**src/sv/evad_pkg.sv**
```systemverilog
// shared types and constants of the energy voice activity detector
`default_nettype none
package evad_pkg;

  localparam int SAMPLE_W = 16;
  localparam int SQUARE_W = 31;
  localparam int SUM_W    = 42;
  localparam int COUNT_W  = 12;
  localparam int THRESH_W = 16;
  localparam int RUN_W    = 8;
  localparam int LIMIT_W  = THRESH_W + COUNT_W;
  localparam int LIMIT_SHIFT = 14;
  localparam int CFG_IDX_W  = 2;
  localparam int CFG_DATA_W = 16;
  localparam int OUTQ_DEPTH = 8;
  localparam int OUTQ_AW    = 3;
  localparam int OUTQ_CW    = 4;
  localparam int BUSY_W     = 2;

  localparam logic [CFG_IDX_W-1:0] CFG_WINDOW_LENGTH    = 2'd0;
  localparam logic [CFG_IDX_W-1:0] CFG_ENERGY_THRESHOLD = 2'd1;
  localparam logic [CFG_IDX_W-1:0] CFG_START_CHUNKS     = 2'd2;
  localparam logic [CFG_IDX_W-1:0] CFG_END_CHUNKS       = 2'd3;

  localparam logic [COUNT_W-1:0]  WINDOW_LENGTH_RST = 12'd1600;
  localparam logic [THRESH_W-1:0] THRESHOLD_RST     = 16'd52429;
  localparam logic [RUN_W-1:0]    START_CHUNKS_RST  = 8'd2;
  localparam logic [RUN_W-1:0]    END_CHUNKS_RST    = 8'd4;
  localparam logic [RUN_W-1:0]    RUN_MAX           = 8'd255;

  typedef struct packed {
    logic signed [31:0] raw_sample;
    logic               chunk_end;
  } evad_in_t;

  typedef struct packed {
    logic [SUM_W-1:0]   energy_sum;
    logic [COUNT_W-1:0] window_count;
    logic               loud_now;
    logic               speech_active;
    logic               speech_started;
    logic               speech_ended;
  } evad_out_t;

  typedef struct packed {
    logic               valid;
    logic [SUM_W-1:0]   sum;
    logic [COUNT_W-1:0] count;
    logic [LIMIT_W-1:0] limit;
  } evad_meas_t;

endpackage
`default_nettype wire

```
**src/sv/evad_outq.sv**
```systemverilog
// result queue between the decision stage and the output channel
`default_nettype none
module evad_outq (
  input  wire logic                         clk,
  input  wire logic                         rst_n,
  input  wire logic                         push,
  input  wire evad_pkg::evad_out_t          push_data,
  output      logic [evad_pkg::OUTQ_CW-1:0] count,
  output      logic                         out_valid,
  input  wire logic                         out_ready,
  output      evad_pkg::evad_out_t          out_data
);
  import evad_pkg::*;

  evad_out_t          q_r [OUTQ_DEPTH];
  logic [OUTQ_AW-1:0] wr_r;
  logic [OUTQ_AW-1:0] rd_r;
  logic [OUTQ_CW-1:0] cnt_r;
  logic               pop;

  assign out_valid = (cnt_r != '0);
  assign out_data  = q_r[rd_r];
  assign pop       = out_valid && out_ready;
  assign count     = cnt_r;

  always_ff @(posedge clk) begin
    if (!rst_n) begin
      wr_r  <= '0;
      rd_r  <= '0;
      cnt_r <= '0;
    end else begin
      if (push) begin
        wr_r <= wr_r + 1'b1;
      end
      if (pop) begin
        rd_r <= rd_r + 1'b1;
      end
      cnt_r <= cnt_r + OUTQ_CW'(push) - OUTQ_CW'(pop);
    end
  end

  always_ff @(posedge clk) begin
    if (push) begin
      q_r[wr_r] <= push_data;
    end
  end

`ifndef SYNTHESIS
  a_no_overflow: assert property (@(posedge clk) disable iff (!rst_n)
    push |-> (cnt_r < OUTQ_CW'(OUTQ_DEPTH) || pop)) else $error("result queue overflow");
`endif

endmodule
`default_nettype wire

```
**config.mk**
```make
export PLATFORM = sky130hd
export DESIGN_NAME = evad_outq
export DESIGN_NICKNAME = d
export VERILOG_FILES = /design/src/sv/evad_pkg.sv /design/src/sv/evad_outq.sv
export SDC_FILE = /design/constraint.sdc
export NUM_CORES = 1
export LEC_CHECK = 0
export ABC_AREA = 1
export CORE_ASPECT_RATIO = 0.9
export CORE_MARGIN = 5
export CORE_UTILIZATION = 68
export DETAILED_ROUTE_END_ITERATION = 16
export DONT_BUFFER_PORTS = 1
export PLACE_DENSITY = 0.84
export SYNTH_ARGS = -nofsm -noshare
export SYNTH_HDL_FRONTEND = slang
export SYNTH_SLANG_ARGS = --single-unit
export TNS_END_PERCENT = 1
```
**constraint.sdc**
```tcl
create_clock -name clk -period 10.06 [get_ports clk]
set_clock_uncertainty 0.1 [all_clocks]
set_input_delay 0.503 -clock clk [delete_from_list [all_inputs] [get_ports clk]]
set_output_delay 0.503 -clock clk [all_outputs]
set_load 0.005 [all_outputs]
```
======== Yosys cells after proc, flatten, opt, wreduce, memory -nomap -nowiden ========
Memory sizes are Yosys's and may differ from the RTL's. A register that Yosys moved wholly into a read port is not among the register bits.
Index checks and enable logic that the tools add are counted.
Widths: inputs -> output; s select.
cells by class
  mux-type cells .......................... 4
  add/subtract/negate cells ............... 4
  reduce and logical (&&, ||, !) cells .... 2
operator list
  kind                 number
  $add 3x1->3 const B  2
  $mux 3               2
  $add 4x1->4          1
  $reduce_bool 4->1    1
  $sub 4x1->4          1
  $mux 1               2
  $logic_and 1x1->1    1
word-level totals
  word-level logic and storage cells ...... 14
  output and inout bits ................... 63
  memories ................................ 1
  RAM bits ................................ 464
  input port bits ......................... 62
  flip-flop bits (word level) ............. 10
memories
  name  words  width  rd ports  clocked after Yosys merged registers in  write ports  RTL line         text
  q_r   8      58     1         1                                        1            evad_outq.sv:15  evad_out_t q_r [OUTQ_DEPTH];

======== Longest topological paths before layout ========
  depth after elaboration ................. 4
  mapped depth ............................ 11
  mapped depth without buffers ............ 11

======== Worst setup path before layout ========
OpenSTA, ideal clock, no wires.
  kind .................................... input to register
  start point ............................. input push
  end point ............................... memory q_r[0][0] (netlist name), enable pin
  arrival time ............................ 3,300 ps
  setup time .............................. 474 ps
  setup slack ............................. 6,186 ps
  buffers on the path ..................... 0
  stages on the path ...................... 3
  required time ........................... 9,486 ps
  path through ............................ inv_1 -> or2_2 -> nor2_1
between the ends
  cells in the longest elaborated chain, start to end .. 2
RTL lines
  item                          RTL line         text
  start, declared               evad_outq.sv:6   input wire logic push,
  $mux 1                        evad_outq.sv:43  if (push) begin
  $mux 1 (not written as such)  evad_outq.sv:44  q_r[wr_r] <= push_data;
  end, declared                 evad_outq.sv:15
Every way passes these cells.

==> impl_metrics.csv <==
group,metric,value,unit
status,outcome,"complete, no violations",
floorplanning,pin_count,125,
timing,tightest_slew,1.24,ns
floorplanning,die_w,195,um
global_routing,grt_overflow,0,
synthesis,avgSynthCellArea,9.97,um^2
synthesis,synth_top_area_share,66.8,%
synthesis,netlist_top_cells_count,"nand2_1 (769), inv_1 (480), edfxtp_1 (464), nand3_1 (238), buf_2 (43)",
worst_setup_path,required,9.46,ns
floorplanning,initial_core_util,69.3,%
pwr,internal_power,3440,uW
timing,fmax,250,MHz
worst_setup_path,path_class,"flip-flop to output pin",
timing,rsz0062_at_grt,"false",
pwr,p_switching,1430,uW
pwr,p_per_area,212,nW/um^2
drt,firstDrtPassIters,6,
worst_hold_path,hp-class,"input pin to flip-flop",
synthesis,synth_seq_area_share,68.0,%
layout,nets,2195,
layout,syn_to_final_growth,10.3,%
worst_setup_path,start_kind,"flip-flop",
layout,fin_cells,2568,
cts,clock-sinks,477,
drt,ant_nets,0,
place,pre_cts_slack,6.74,ns
timing,hold_ws,0.0464,ns
timing,min_period,4.01,ns
worst_setup_path,ff2ff_path_depth,3,
worst_setup_path,r2r_end,"q_r[1][38]",
worst_setup_path,critPathSlowestCell,"buf_4",
worst_setup_path,r2r_setup_slack,7.38,ns
worst_setup_path,crit_fanout,117,
drt,vias_per_cell,5.39,
cts,clk_pin_slew,0.06,ns
global_routing,grt_pass1_vias,13900,
worst_setup_path,worstPathArrival,3.40,ns
drt,avgRoutedWirePerCell,17.2,um
synthesis,synth_nets,2163,
drt,vias,13800,
timing,tns,0,ns
floorplanning,rows,60,
drt,remaining_drc_errors,0,
place,dpl.hpwl,22300,um
drt,routed_wl,44100,um
worst_setup_path,crit_path_end_kind,"output pin",
synthesis,yosys_most_used_dff,"edfxtp_1",
place,io_buffers,0,
global_routing,grt_use_met1,32.5,%
worst_hold_path,hold_end,"wr_r[2]",
worst_hold_path,hold_path_depth,2,
pwr,power_frac_clock,33.4,%
synthesis,synth_most_common_cell,"nand2_1",
floorplanning,core_area,30100,um^2
global_routing,met3_usage,5.19,%
pwr,ir_drop,177,uV
synthesis,synthCells,2094,
global_routing,antenna_found_initial,2,
synthesis,synth_area_leader_cell,"edfxtp_1",
global_routing,grt_util_met2,44.9,%
timing,slew_headroom,17.5,%
synthesis,synth-seq-cells,477,
worst_setup_path,slowest_delay,1.02,ns
cts,clk_latency,0.54,ns
cts,cts_root_buffer,"clkbuf_16",
synthesis,synth_cell_types,17,
synthesis,synth_edf_count,464,
cts,cts.repair.resized,0,
synthesis,syn_area,20900,um^2
cts,htreeDepth,2,
global_routing,grt_pass1_wl,70200,um
timing,layout_setup_ws,6.05,ns
worst_hold_path,hp-start,"push",
place,place.gp.congestion,0.729,
timing,fin_crit_sh,39.8,%
floorplanning,dieArea,34300,um^2
worst_setup_path,timing.rr.start,"wr_r[0]",
synthesis,synthArstFlopShare,0,%
worst_setup_path,crit_path_frequent_cell,"nand2_1",
drt,drt_iter0_markers,1224,
cts,ctsLongestPathBuffers,3,
flow_run,maxCapViolCount,0,
pwr,pwr-share-seq,47.1,%
worst_setup_path,path_cells,"inv_6 -> buf_4 -> nand2_1 -> nand3_1 -> nand2_1 -> nand2_1 -> nand2_1",
cts,tritoncts,"built",
layout,layout-drive-gt1-share,4.30,%
global_routing,grt_max_degree,118,
pwr,pwr-share-comb,19.5,%
timing,setup_viol,0,
pwr,leakage,0.0105,uW
place,place_inst,2422,
synthesis,yosys-top-cells-area,"edfxtp_1 (67%), nand2_1 (14%), inv_1 (8.6%)",
pwr,switching_share,29.4,%
cts,numCtsBuffers,46,
floorplanning,die_h,176,um
timing,final_hold_viol_count,0,
synthesis,yosysWarningCount,0,
timing,slew_viol_final,0,
global_routing,top_usage_layer,"met2",
global_routing,grt_use_total,25.6,%
==> worst max-delay path: cells and delay by family (launching register included) <==
kind	cells	cell delay, ns
buffers and inverters	2	1.66
flip-flops	1	0.46
AND/OR/NAND/NOR	5	0.56
==> metrics by stage <==
stage | util [%] | area (um^2) | power [uW]
after CTS | 76.4 | 23000 | 4880
after global routing | 76.4 | 23000 | 5120
after floorplan | - | 20900 | 3050
final | 76.4 | 23000 | 4870
after global placement | 69.8 | 21000 | 3190
after detailed placement | 69.8 | 21000 | 3240
==> flip-flops by register name, summed over array words and instances (netlist names), named ones only <==
name	cells
count	4
q_r	464
wr_r	3
rd_r	3
==> logic make-up after synthesis <==
logic type	Yosys count	share of synthesized area, %
AND/OR/NAND/NOR	1026	19.9
buffers and inverters	572	11.3
AO/OA/AOI/OAI	12	0.288
adder cells (fa/ha/maj)	7	0.456
flip-flops	477	68.0
==> area by class of cell <==
class / instances / area, um^2
clock buffers: 58 / 1200
flip-flops and latches: 477 / 14200
inverters: 482 / 1820
multi-input cells: 1045 / 4370
clock inverters: 28 / 219
fillers: 1831 / 7090
diodes: 1 / 2.50
well taps: 403 / 504
repair buffers: 74 / 703
==> power groups by stage <==
stage               sequential, uW  clock, uW  combinational (uW)
global placement              2330          0                 861
CTS                           2290       1640                 951
floorplan                     2300          0                 758
global route                  2300       1740                1080
detailed placement            2330          0                 902
finish                        2290       1620                 951
==> cell usage in the layout (no fill, tap or decap) <==
cell type / synthesis / routed
nand2_1: 769 / 769
inv_1: 480 / 479
edfxtp_1: 464 / 464
nand3_1: 238 / 238
dlygate4sd3_1: 0 / 59
clkbuf_16: 0 / 46
buf_4: 15 / 15
clkbuf_1: 14 / 12
clkinv_1: 0 / 12
clkinv_2: 0 / 10
dfxtp_1: 13 / 10
nor2_1: 17 / 9
nor2_4: 0 / 8
a21oi_1: 8 / 8
ha_1: 6 / 6
o21ai_0: 4 / 4
inv_6: 0 / 3
bufinv_16: 0 / 3
or2_2: 2 / 2
dfxtp_4: 0 / 2
diode_2: 0 / 1
inv_4: 2 / 1
inv_2: 0 / 1
fa_1: 1 / 1
dfxtp_2: 0 / 1
clkinv_8: 0 / 1
==> worst max-delay path by stage <==
stage	start	endpoint	slack [ns]	cells past startpoint
3_3_place_gp	flip-flop	out_data[12]	6.81	7
2_1_floorplan	push	q_r[0][0]	6.19	3
4_1_cts	flip-flop	out_data[6]	6.14	7
3_5_place_dp	flip-flop	out_data[12]	6.74	7
6_report	flip-flop	out_data[29]	6.05	7
5_1_grt	flip-flop	out_data[18]	5.84	7
==> routing by layer <==
metal	routed length [um]	share of wire, %
met5	19	0.043
met4	1130	2.5
met3	4000	9.1
met2	22000	50
met1	17000	38
==> timing repair <==
item                      CTS  global route
hold endpoints to repair  476             0
setup buffers               0             0
hold buffers               59             0
(Power assumes the default switching activity.)
