### src/sv/evad_pkg.sv
// shared types and constants of the energy voice activity detector
`default_nettype none
package evad_pkg;

  localparam int SAMPLE_W = 16;
  localparam int SQUARE_W = 31;
  localparam int SUM_W    = 42;
  localparam int COUNT_W  = 12;
  localparam int THRESH_W = 16;
  localparam int RUN_W    = 8;
  localparam int LIMIT_W  = THRESH_W + COUNT_W;
  localparam int LIMIT_SHIFT = 14;
  localparam int CFG_IDX_W  = 2;
  localparam int CFG_DATA_W = 16;
  localparam int OUTQ_DEPTH = 8;
  localparam int OUTQ_AW    = 3;
  localparam int OUTQ_CW    = 4;
  localparam int BUSY_W     = 2;

  localparam logic [CFG_IDX_W-1:0] CFG_WINDOW_LENGTH    = 2'd0;
  localparam logic [CFG_IDX_W-1:0] CFG_ENERGY_THRESHOLD = 2'd1;
  localparam logic [CFG_IDX_W-1:0] CFG_START_CHUNKS     = 2'd2;
  localparam logic [CFG_IDX_W-1:0] CFG_END_CHUNKS       = 2'd3;

  localparam logic [COUNT_W-1:0]  WINDOW_LENGTH_RST = 12'd1600;
  localparam logic [THRESH_W-1:0] THRESHOLD_RST     = 16'd52429;
  localparam logic [RUN_W-1:0]    START_CHUNKS_RST  = 8'd2;
  localparam logic [RUN_W-1:0]    END_CHUNKS_RST    = 8'd4;
  localparam logic [RUN_W-1:0]    RUN_MAX           = 8'd255;

  typedef struct packed {
    logic signed [31:0] raw_sample;
    logic               chunk_end;
  } evad_in_t;

  typedef struct packed {
    logic [SUM_W-1:0]   energy_sum;
    logic [COUNT_W-1:0] window_count;
    logic               loud_now;
    logic               speech_active;
    logic               speech_started;
    logic               speech_ended;
  } evad_out_t;

  typedef struct packed {
    logic               valid;
    logic [SUM_W-1:0]   sum;
    logic [COUNT_W-1:0] count;
    logic [LIMIT_W-1:0] limit;
  } evad_meas_t;

endpackage
`default_nettype wire

### src/sv/evad_decide.sv
// chunk decision: threshold test, run counters and speech flag
`default_nettype none
module evad_decide (
  input  wire logic                      clk,
  input  wire logic                      rst_n,
  input  wire evad_pkg::evad_meas_t      meas,
  input  wire logic [evad_pkg::RUN_W-1:0] start_chunks,
  input  wire logic [evad_pkg::RUN_W-1:0] end_chunks,
  output      logic                      res_valid,
  output      evad_pkg::evad_out_t       res
);
  import evad_pkg::*;

  logic [RUN_W-1:0] loud_run_r, loud_run_nxt;
  logic [RUN_W-1:0] quiet_run_r, quiet_run_nxt;
  logic             speech_r, speech_nxt;
  logic             loud;
  logic             started;
  logic             ended;

  always_comb begin
    loud = meas.sum > {meas.limit, LIMIT_SHIFT'(0)};
    if (loud) begin
      loud_run_nxt  = (loud_run_r < RUN_MAX) ? loud_run_r + 1'b1 : loud_run_r;
      quiet_run_nxt = '0;
    end else begin
      quiet_run_nxt = (quiet_run_r < RUN_MAX) ? quiet_run_r + 1'b1 : quiet_run_r;
      loud_run_nxt  = '0;
    end
    started    = !speech_r && loud && (loud_run_nxt >= start_chunks);
    ended      = speech_r && !loud && (quiet_run_nxt >= end_chunks);
    speech_nxt = started ? 1'b1 : (ended ? 1'b0 : speech_r);

    res_valid          = meas.valid;
    res.energy_sum     = meas.sum;
    res.window_count   = meas.count;
    res.loud_now       = loud;
    res.speech_active  = speech_nxt;
    res.speech_started = started;
    res.speech_ended   = ended;
  end

  always_ff @(posedge clk) begin
    if (!rst_n) begin
      loud_run_r  <= '0;
      quiet_run_r <= '0;
      speech_r    <= 1'b0;
    end else if (meas.valid) begin
      loud_run_r  <= loud_run_nxt;
      quiet_run_r <= quiet_run_nxt;
      speech_r    <= speech_nxt;
    end
  end

`ifndef SYNTHESIS
  a_runs_exclusive: assert property (@(posedge clk) disable iff (!rst_n)
    !(loud_run_r != '0 && quiet_run_r != '0)) else $error("both run counters live");
  a_flag_follows: assert property (@(posedge clk) disable iff (!rst_n)
    meas.valid && started |=> speech_r) else $error("speech flag not set on start");
`endif

endmodule
`default_nettype wire

### config.mk
export PLATFORM = sky130hd
export DESIGN_NAME = evad_decide
export DESIGN_NICKNAME = d
export VERILOG_FILES = /design/src/sv/evad_pkg.sv /design/src/sv/evad_decide.sv
export SDC_FILE = /design/constraint.sdc
export NUM_CORES = 1
export LEC_CHECK = 0
export ABC_AREA = 0
export BUFFER_PORTS_ARGS = -buffer_cell sky130_fd_sc_hd__buf_4
export CAP_MARGIN = 40
export CORE_MARGIN = 3
export CORE_UTILIZATION = 49
export DETAILED_ROUTE_END_ITERATION = 12
export PLACE_DENSITY = 0.88
export SLEW_MARGIN = 20
export SYNTH_ARGS = -nofsm -noshare
export SYNTH_HDL_FRONTEND = slang
export SYNTH_SLANG_ARGS = --single-unit
### constraint.sdc
create_clock -name clk -period 12.8 [get_ports clk]
set_clock_uncertainty 0.1 [all_clocks]
set_input_delay 3.84 -clock clk [delete_from_list [all_inputs] [get_ports clk]]
set_output_delay 3.84 -clock clk [all_outputs]
set_load 0.02 [all_outputs]
Word level (Yosys, flattened, before mapping)
Index checks and enable logic that the tools add are counted.
{"block": "classes", "add_sub_neg": 2, "magnitude_cmp": 5, "n_mux": 6, "reduce_logical": 6}
{"operator": "greater-than comparator 42 bit", "n": 1}
{"operator": "2-to-1 mux 8 bit", "n": 4}
{"operator": "adder 8 x 1 -> 8 bit, second input constant", "n": 2}
{"operator": ">= comparator 8 bit", "n": 2}
{"operator": "less-than comparator 8 bit, second input constant", "n": 2}
{"operator": "logical AND 1 bit", "n": 4}
{"operator": "logical NOT 1 bit", "n": 2}
{"operator": "2-to-1 mux 1 bit", "n": 2}
{"block": "totals", "regBits": 17, "output_inout_bits": 59, "elab_cells": 22}

Logic depth before layout (Yosys ltp)
Gate-level depths: netlist (run 1).
{"block": "logic_depth", "word_depth": 7, "mapped_depth": 18}

Worst setup path before layout (run 1)
Ideal clock, no wire load.
{"block": "synth_path", "kind": "input port to output port", "start": "in meas[1] (netlist bit)", "end": "out res[2] (netlist bit)", "arrival_ps": 6916, "t_required_ps": 8860, "path_slack_ps": 1944, "stages": 15, "path_cell_list": "inv_1 -> ha_1 -> a21oi_1 -> o21ai_0 -> a2111oi_2 -> a2bb2oi_4 -> buf_2 -> nor2_1 -> ha_1 -> a21oi_1 -> o21ai_0 -> a2111oi_0 -> nor3_1 -> o21a_1 -> buf_4"}
{"block": "synth_between", "elab_cells_between_ends": 12}
{"item": "from (decl)", "line": "evad_decide.sv:6", "rtl": "input wire evad_pkg::evad_meas_t meas,"}
{"item": "greater-than comparator 42 bit", "line": "evad_decide.sv:22", "rtl": "loud = meas.sum > {meas.limit, LIMIT_SHIFT'(0)};"}
{"item": "2-to-1 mux 8 bit", "line": "evad_decide.sv:23", "rtl": "if (loud) begin"}
{"item": "net loud_run_nxt[3]", "line": "evad_decide.sv:14", "rtl": "logic [RUN_W-1:0] loud_run_r, loud_run_nxt;"}
{"item": ">= comparator 8 bit", "line": "evad_decide.sv:30", "rtl": "started = !speech_r && loud && (loud_run_nxt >= start_chunks);"}
{"item": "logical AND 1 bit", "line": "evad_decide.sv:30"}
{"item": "2-to-1 mux 1 bit", "line": "evad_decide.sv:32", "rtl": "speech_nxt = started ? 1'b1 : (ended ? 1'b0 : speech_r);"}
{"item": "to (decl)", "line": "evad_decide.sv:10", "rtl": "output evad_pkg::evad_out_t res"}
The timed path passes the listed nets, and every way through them passes these cells.

==> metrics.txt, run 1 <==
Fillers 443; hold path depth 2; remaining antenna violation count 0; Slew Limit Fails 0; total power 0.000183 W; YS warnings 0; Post-Syn Instances 369; clock slew at reported path FFs 0.06 ns; Rows 26; GR Util All Layers 21.6%; Max Cap Viol 0; gpl congestion 0.807; Vert. Die Dim 81.3 um; critical path's slowest cell a2111oi_0; Non-Filler Instances 509; Max clock buf depth 2; CP peak stage delay 0.70 ns; GRT overflow 0; commonest non-fill, non-tap cell in the layout buf_4; utilization after layout 64.9%; Starting Density 52.4%; critical path arrival 7.52 ns; largest net degree at the start of global routing 32; Root Buffer clkbuf_8; sequential area share after synthesis 12.2%; 1st-pass router iterations 4; per-cell routed wire length 14.6 um; die width 81.3 um; number of synthesized flops with an enable pin 0; DRT Wirelength 7.42 mm; multi-input gate area in the final layout 1770 um^2; DRT iter0 DRCs 65; diode count 0; dominant synthesized flop cell dfxtp_1; worst path bufs/invs 3; most frequent cells in the layout buf_4, ha_1, inv_1; worst reg-to-reg path cell count 12; initial antenna violation count 0; post-CTS setup buffers 0; tightest hold margin 0.461 ns; Area Overhead vs Synth 23.8%; Sink Count 17; Crit. End Element output pin; maximum VDD drop 0.0462 mV; Fin Setup TNS 0 ns; vias in the first global route 2,623; worst endpoint required time 8.86 ns; CP Cell Sequence buf_4 -> ha_1 -> a21oi_1 -> o21ai_0 -> a2111oi_2 -> a2bb2oi_4 -> inv_4 -> nand2_1 -> ha_1 -> nand2b_1 -> a21oi_1 -> o21ai_0 -> a2111oi_0 -> nor3_1 -> o21a_1 -> buf_4; post_cts resized 0; power per standard cell area 53.3 nW/um^2; setup violators final 0; NumNets Final 587; Via Count 2,734; min Tclk post-route 11.46 ns; asr flop ratio synth 0%; PortBufs 135; first-pass GRT wire length 11.6 mm; final period utilization 89.5%; CTS tree yes; Clock Latency Late Sink 0.26 ns; synthesized cell area 2780 um^2; Hold WC Path Type reg2reg; share of layout cells above drive strength 1 35.3%; Max Fclk 87.3 MHz; Seq cells post-synth 17; critical path class in2out; Post-CTS Hold Buffers 0; Cells after DPL 505; status completed; Slew HR 45.4%; drt drc 0; Top Family by Delay on Critical Path compound AO/OA/AOI/OAI gates; final hold violations 0; Syn Area/Cell 7.53 um^2; CTS buffer count 3; Pleak 1.88 nW; Register Area 340 um^2; vias per inst 5.37; htree depth 1; Critical Path Fanout Max 13; Post-DP HPWL 6.27 mm; Synth cell types 52; Crit. path cell count 16; Synth Net Count 516; RSZ-0062 raised after global routing false; Slew @ Worst Pin 0.798 ns; die area 6610 um^2; I/O Pins 160; core area 5300 um^2; startpoint types input port
[report_power, final]
part           internal [W]  total (W)  switching (W)
sequential        0.0000537  0.0000550     0.00000123
combinational     0.0000439  0.0000876      0.0000438
clock             0.0000216  0.0000409      0.0000193
total              0.000119   0.000183      0.0000643
[cells in the mapped netlist (4+ instances only)]
master / n / area [um^2]
inv_1: 45 / 169
a31o_2: 4 / 35.0
dfxtp_1: 17 / 340
a21o_1: 6 / 45.0
a31oi_1: 4 / 25.0
xnor2_1: 4 / 35.0
nor2_1: 17 / 63.8
ha_1: 46 / 576
o21ai_0: 6 / 30.0
clkbuf_1: 7 / 26.3
nand3_1: 19 / 95.1
nand2_1: 26 / 97.6
o211a_1: 5 / 50.1
nand4_1: 8 / 50.1
and3_1: 7 / 43.8
o21a_1: 5 / 37.5
buf_4: 59 / 443
a21oi_1: 28 / 140
nor3_1: 6 / 30.0
[cells by family after synthesis]
kind of cell / count (synthesis) / share of synthesized area, %
buf+inv: 116 / 24.1
simple gates: 111 / 22.6
compound gates: 71 / 17.8
fa+ha+maj: 46 / 20.7
flops: 17 / 12.2
xor+xnor: 7 / 2.21
mux: 1 / 0.405
[worst register-to-register path, cell delays in order, from the launching register on]
cell and delay (ns):
dfxtp_1 0.44, ha_1 0.26, and3_4 0.23, nand2_1 0.10
or2_2 0.39, nand2b_1 0.15, xor2_1 0.17, nor2_1 0.07
ha_1 0.29, and3_1 0.19, a2111oi_0 0.72, nor4_1 0.12
o21a_1 0.20
[metrics by stage]
stage	instance area (um^2)	setup slack, ns
finish	3440	1.34
global route	3440	1.06
CTS	3440	1.31
detailed placement	3390	1.32
global placement	3390	1.51
floorplan	2780	1.94
[metal layers]
| metal | wire length, um | global-route usage (%) |
|---|---|---|
| met5 | 0 | 0 |
| met4 | 108 | 4.39 |
| met3 | 641 | 3.88 |
| met2 | 3880 | 43.7 |
| met1 | 2780 | 22.7 |
[flip-flops by register name, indices dropped and copies added (netlist names)]
| register | cells |
|---|---|
| loud_run_r | 8 |
| quiet_run_r | 8 |
| speech_r | 1 |
[area by class of cell]
| class | count | area share, % |
|---|---|---|
| multi-input cells | 236 | 51.5 |
| inverters | 46 | 5.09 |
| clock inverters | 1 | 0.145 |
| well taps | 70 | 2.55 |
| flip-flops and latches | 17 | 9.89 |
| clock buffers | 3 | 1.20 |
| repair buffers | 136 | 29.7 |
[worst paths after layout]
kind,slack [ns],end,from
setup / recovery,1.34,res[2],meas[57]
setup reg to reg,9.27,speech_r,loud_run_r[0]
hold reg to reg,0.46,quiet_run_r[4],quiet_run_r[4]
hold / removal,0.46,quiet_run_r[4],quiet_run_r[4]
Power figures use the tool's default switching activity.
==> run 2: changes to the inputs <==
PLACE_DENSITY = 0.89   (was 0.88)
==> run 2 against run 1 <==
Net effect: core utilization is the same; sequential power hardly changed; via count is 0.77% higher; total power rose by 0.38%; critical endpoint unchanged.
==> metrics.txt, run 2 (synthesis results as in run 1) <==
status completed; remaining antenna violation count 0; Top Family by Delay on Critical Path compound AO/OA/AOI/OAI gates; min Tclk post-route 11.48 ns; core area 5300 um^2; final hold violations 0; Post-CTS Hold Buffers 0; die area 6610 um^2; vias per inst 5.41; Sink Count 17; Slew @ Worst Pin 0.738 ns; Root Buffer clkbuf_8; post-CTS setup buffers 0; CTS tree yes; CTS buffer count 3; CP Cell Sequence buf_4 -> inv_1 -> ha_1 -> a21oi_1 -> o21ai_0 -> a221oi_1 -> o211ai_1 -> a2bb2oi_4 -> buf_4 -> inv_4 -> nand2_1 -> ha_1 -> nand2b_1 -> a21oi_1 -> o21ai_0 -> a2111oi_0 -> nor3_1 -> o21a_1 -> buf_4; most frequent cells in the layout buf_4, ha_1, inv_1; clock slew at reported path FFs 0.07 ns; vias in the first global route 2,506; worst endpoint required time 8.86 ns; Pint 0.000119 W; Comb power frac 47.7%; drt drc 0; Pleak 1.88 nW; Cells after DPL 505; DRT iter0 DRCs 65; Switching Fraction 35.2%; Fin Setup TNS 0 ns; crit-path most repeated cell buf_4; tightest hold margin 0.460 ns; per-cell routed wire length 14.7 um; r2r startpoint loud_run_r[0]; Max Cap Viol 0; utilization after layout 64.9%; Area Overhead vs Synth 23.8%; Max clock buf depth 2; critical path arrival 7.54 ns; diode count 0; critical path's slowest cell a2111oi_0; reg-to-reg slack, setup 9.29 ns; setup violators final 0; Hold Crit Endpoint quiet_run_r[1]; Slew HR 49.5%; worst path bufs/invs 5; worst reg2reg path endpoint speech_r; DRT Wirelength 7.51 mm; Vert. Die Dim 81.3 um; Switching Power 0.0000649 W; largest net degree at the start of global routing 32; Starting Density 52.4%; hold path depth 2; Reg power frac 29.8%; GR Util All Layers 21.1%; post_cts resized 0; die width 81.3 um; largest registers loud_run_r: 8 flops, quiet_run_r: 8 flops, speech_r: 1 flops; Crit. End Element output pin; startpoint types input port; Via Count 2,755; commonest non-fill, non-tap cell in the layout buf_4; Max Fclk 87.1 MHz; initial antenna violation count 0; 1st-pass router iterations 4; Non-Filler Instances 509; RSZ-0062 raised after global routing false; Critical Path Fanout Max 15; Clock Latency Late Sink 0.26 ns; final period utilization 89.6%; worst reg-to-reg path cell count 13; Rows 26; critical path class in2out; CP peak stage delay 0.66 ns; GRT overflow 0; worst setup path startpoint meas[19]; power per standard cell area 53.5 nW/um^2; NumNets Final 587; gpl congestion 0.822; PortBufs 135; Slew Limit Fails 0; share of layout cells above drive strength 1 35.3%; Post-DP HPWL 6.39 mm; clock share of power 22.5%; Hold WC Path Type reg2reg; worst hold path startpoint quiet_run_r[1]; first-pass GRT wire length 11.1 mm; I/O Pins 160; htree depth 1; maximum VDD drop 0.0527 mV
run 2: cell counts in the layout (fill, tap and decap cells not counted):
Identical to the previous run, type by type.
run 2: power by group through the flow:
stage | Clock (W) | Sequential, W | Combinational [W]
3_3_place_gp | 0 | 0.0000560 | 0.0000851
4_1_cts | 0.0000425 | 0.0000548 | 0.0000883
3_5_place_dp | 0 | 0.0000560 | 0.0000879
5_1_grt | 0.0000453 | 0.0000549 | 0.0000958
2_1_floorplan | 0 | 0.0000558 | 0.0000610
6_report | 0.0000415 | 0.0000549 | 0.0000879
run 2: tightest hold or removal path, cell delays in order (launching register included):
cell and delay, ns:
dfxtp_1 0.35, nand4_1 0.08, o311ai_1 0.09
run 2: how the worst max path moves through the flow:
stage,endpoint,slack (ns),depth (start not counted)
floorplan,res[2],1.94,15
global placement,res[2],1.45,18
detailed placement,res[2],1.33,19
CTS,res[2],1.32,19
global route,res[2],0.96,18
finish,res[2],1.32,19
run 2: area by class of cell:
cell class	instances	area [um^2]
Clock buffer	3	41.3
Clock inverter	1	5.00
Fill cell	460	1860
Inverter	46	175
Multi-Input combinational cell	236	1770
Sequential cell	17	340
Tap cell	70	87.6
Timing Repair Buffer	136	1020
run 2: per-layer routing:
layer  share of wire (%)  global-route usage (%)
met1                  39                    23.3
met2                  50                    40.0
met3                 8.9                    3.44
met4                 2.5                    7.43
met5                   0                       0
run 2: per-stage QoR:
step           worst slack [ns]  power (W)  instance area, um^2
2_1_floorplan              1.94   0.000117                 2780
3_3_place_gp               1.45   0.000141                 3390
3_5_place_dp               1.33   0.000144                 3390
4_1_cts                    1.32   0.000186                 3440
5_1_grt                   0.960   0.000196                 3440
6_report                   1.32   0.000184                 3440
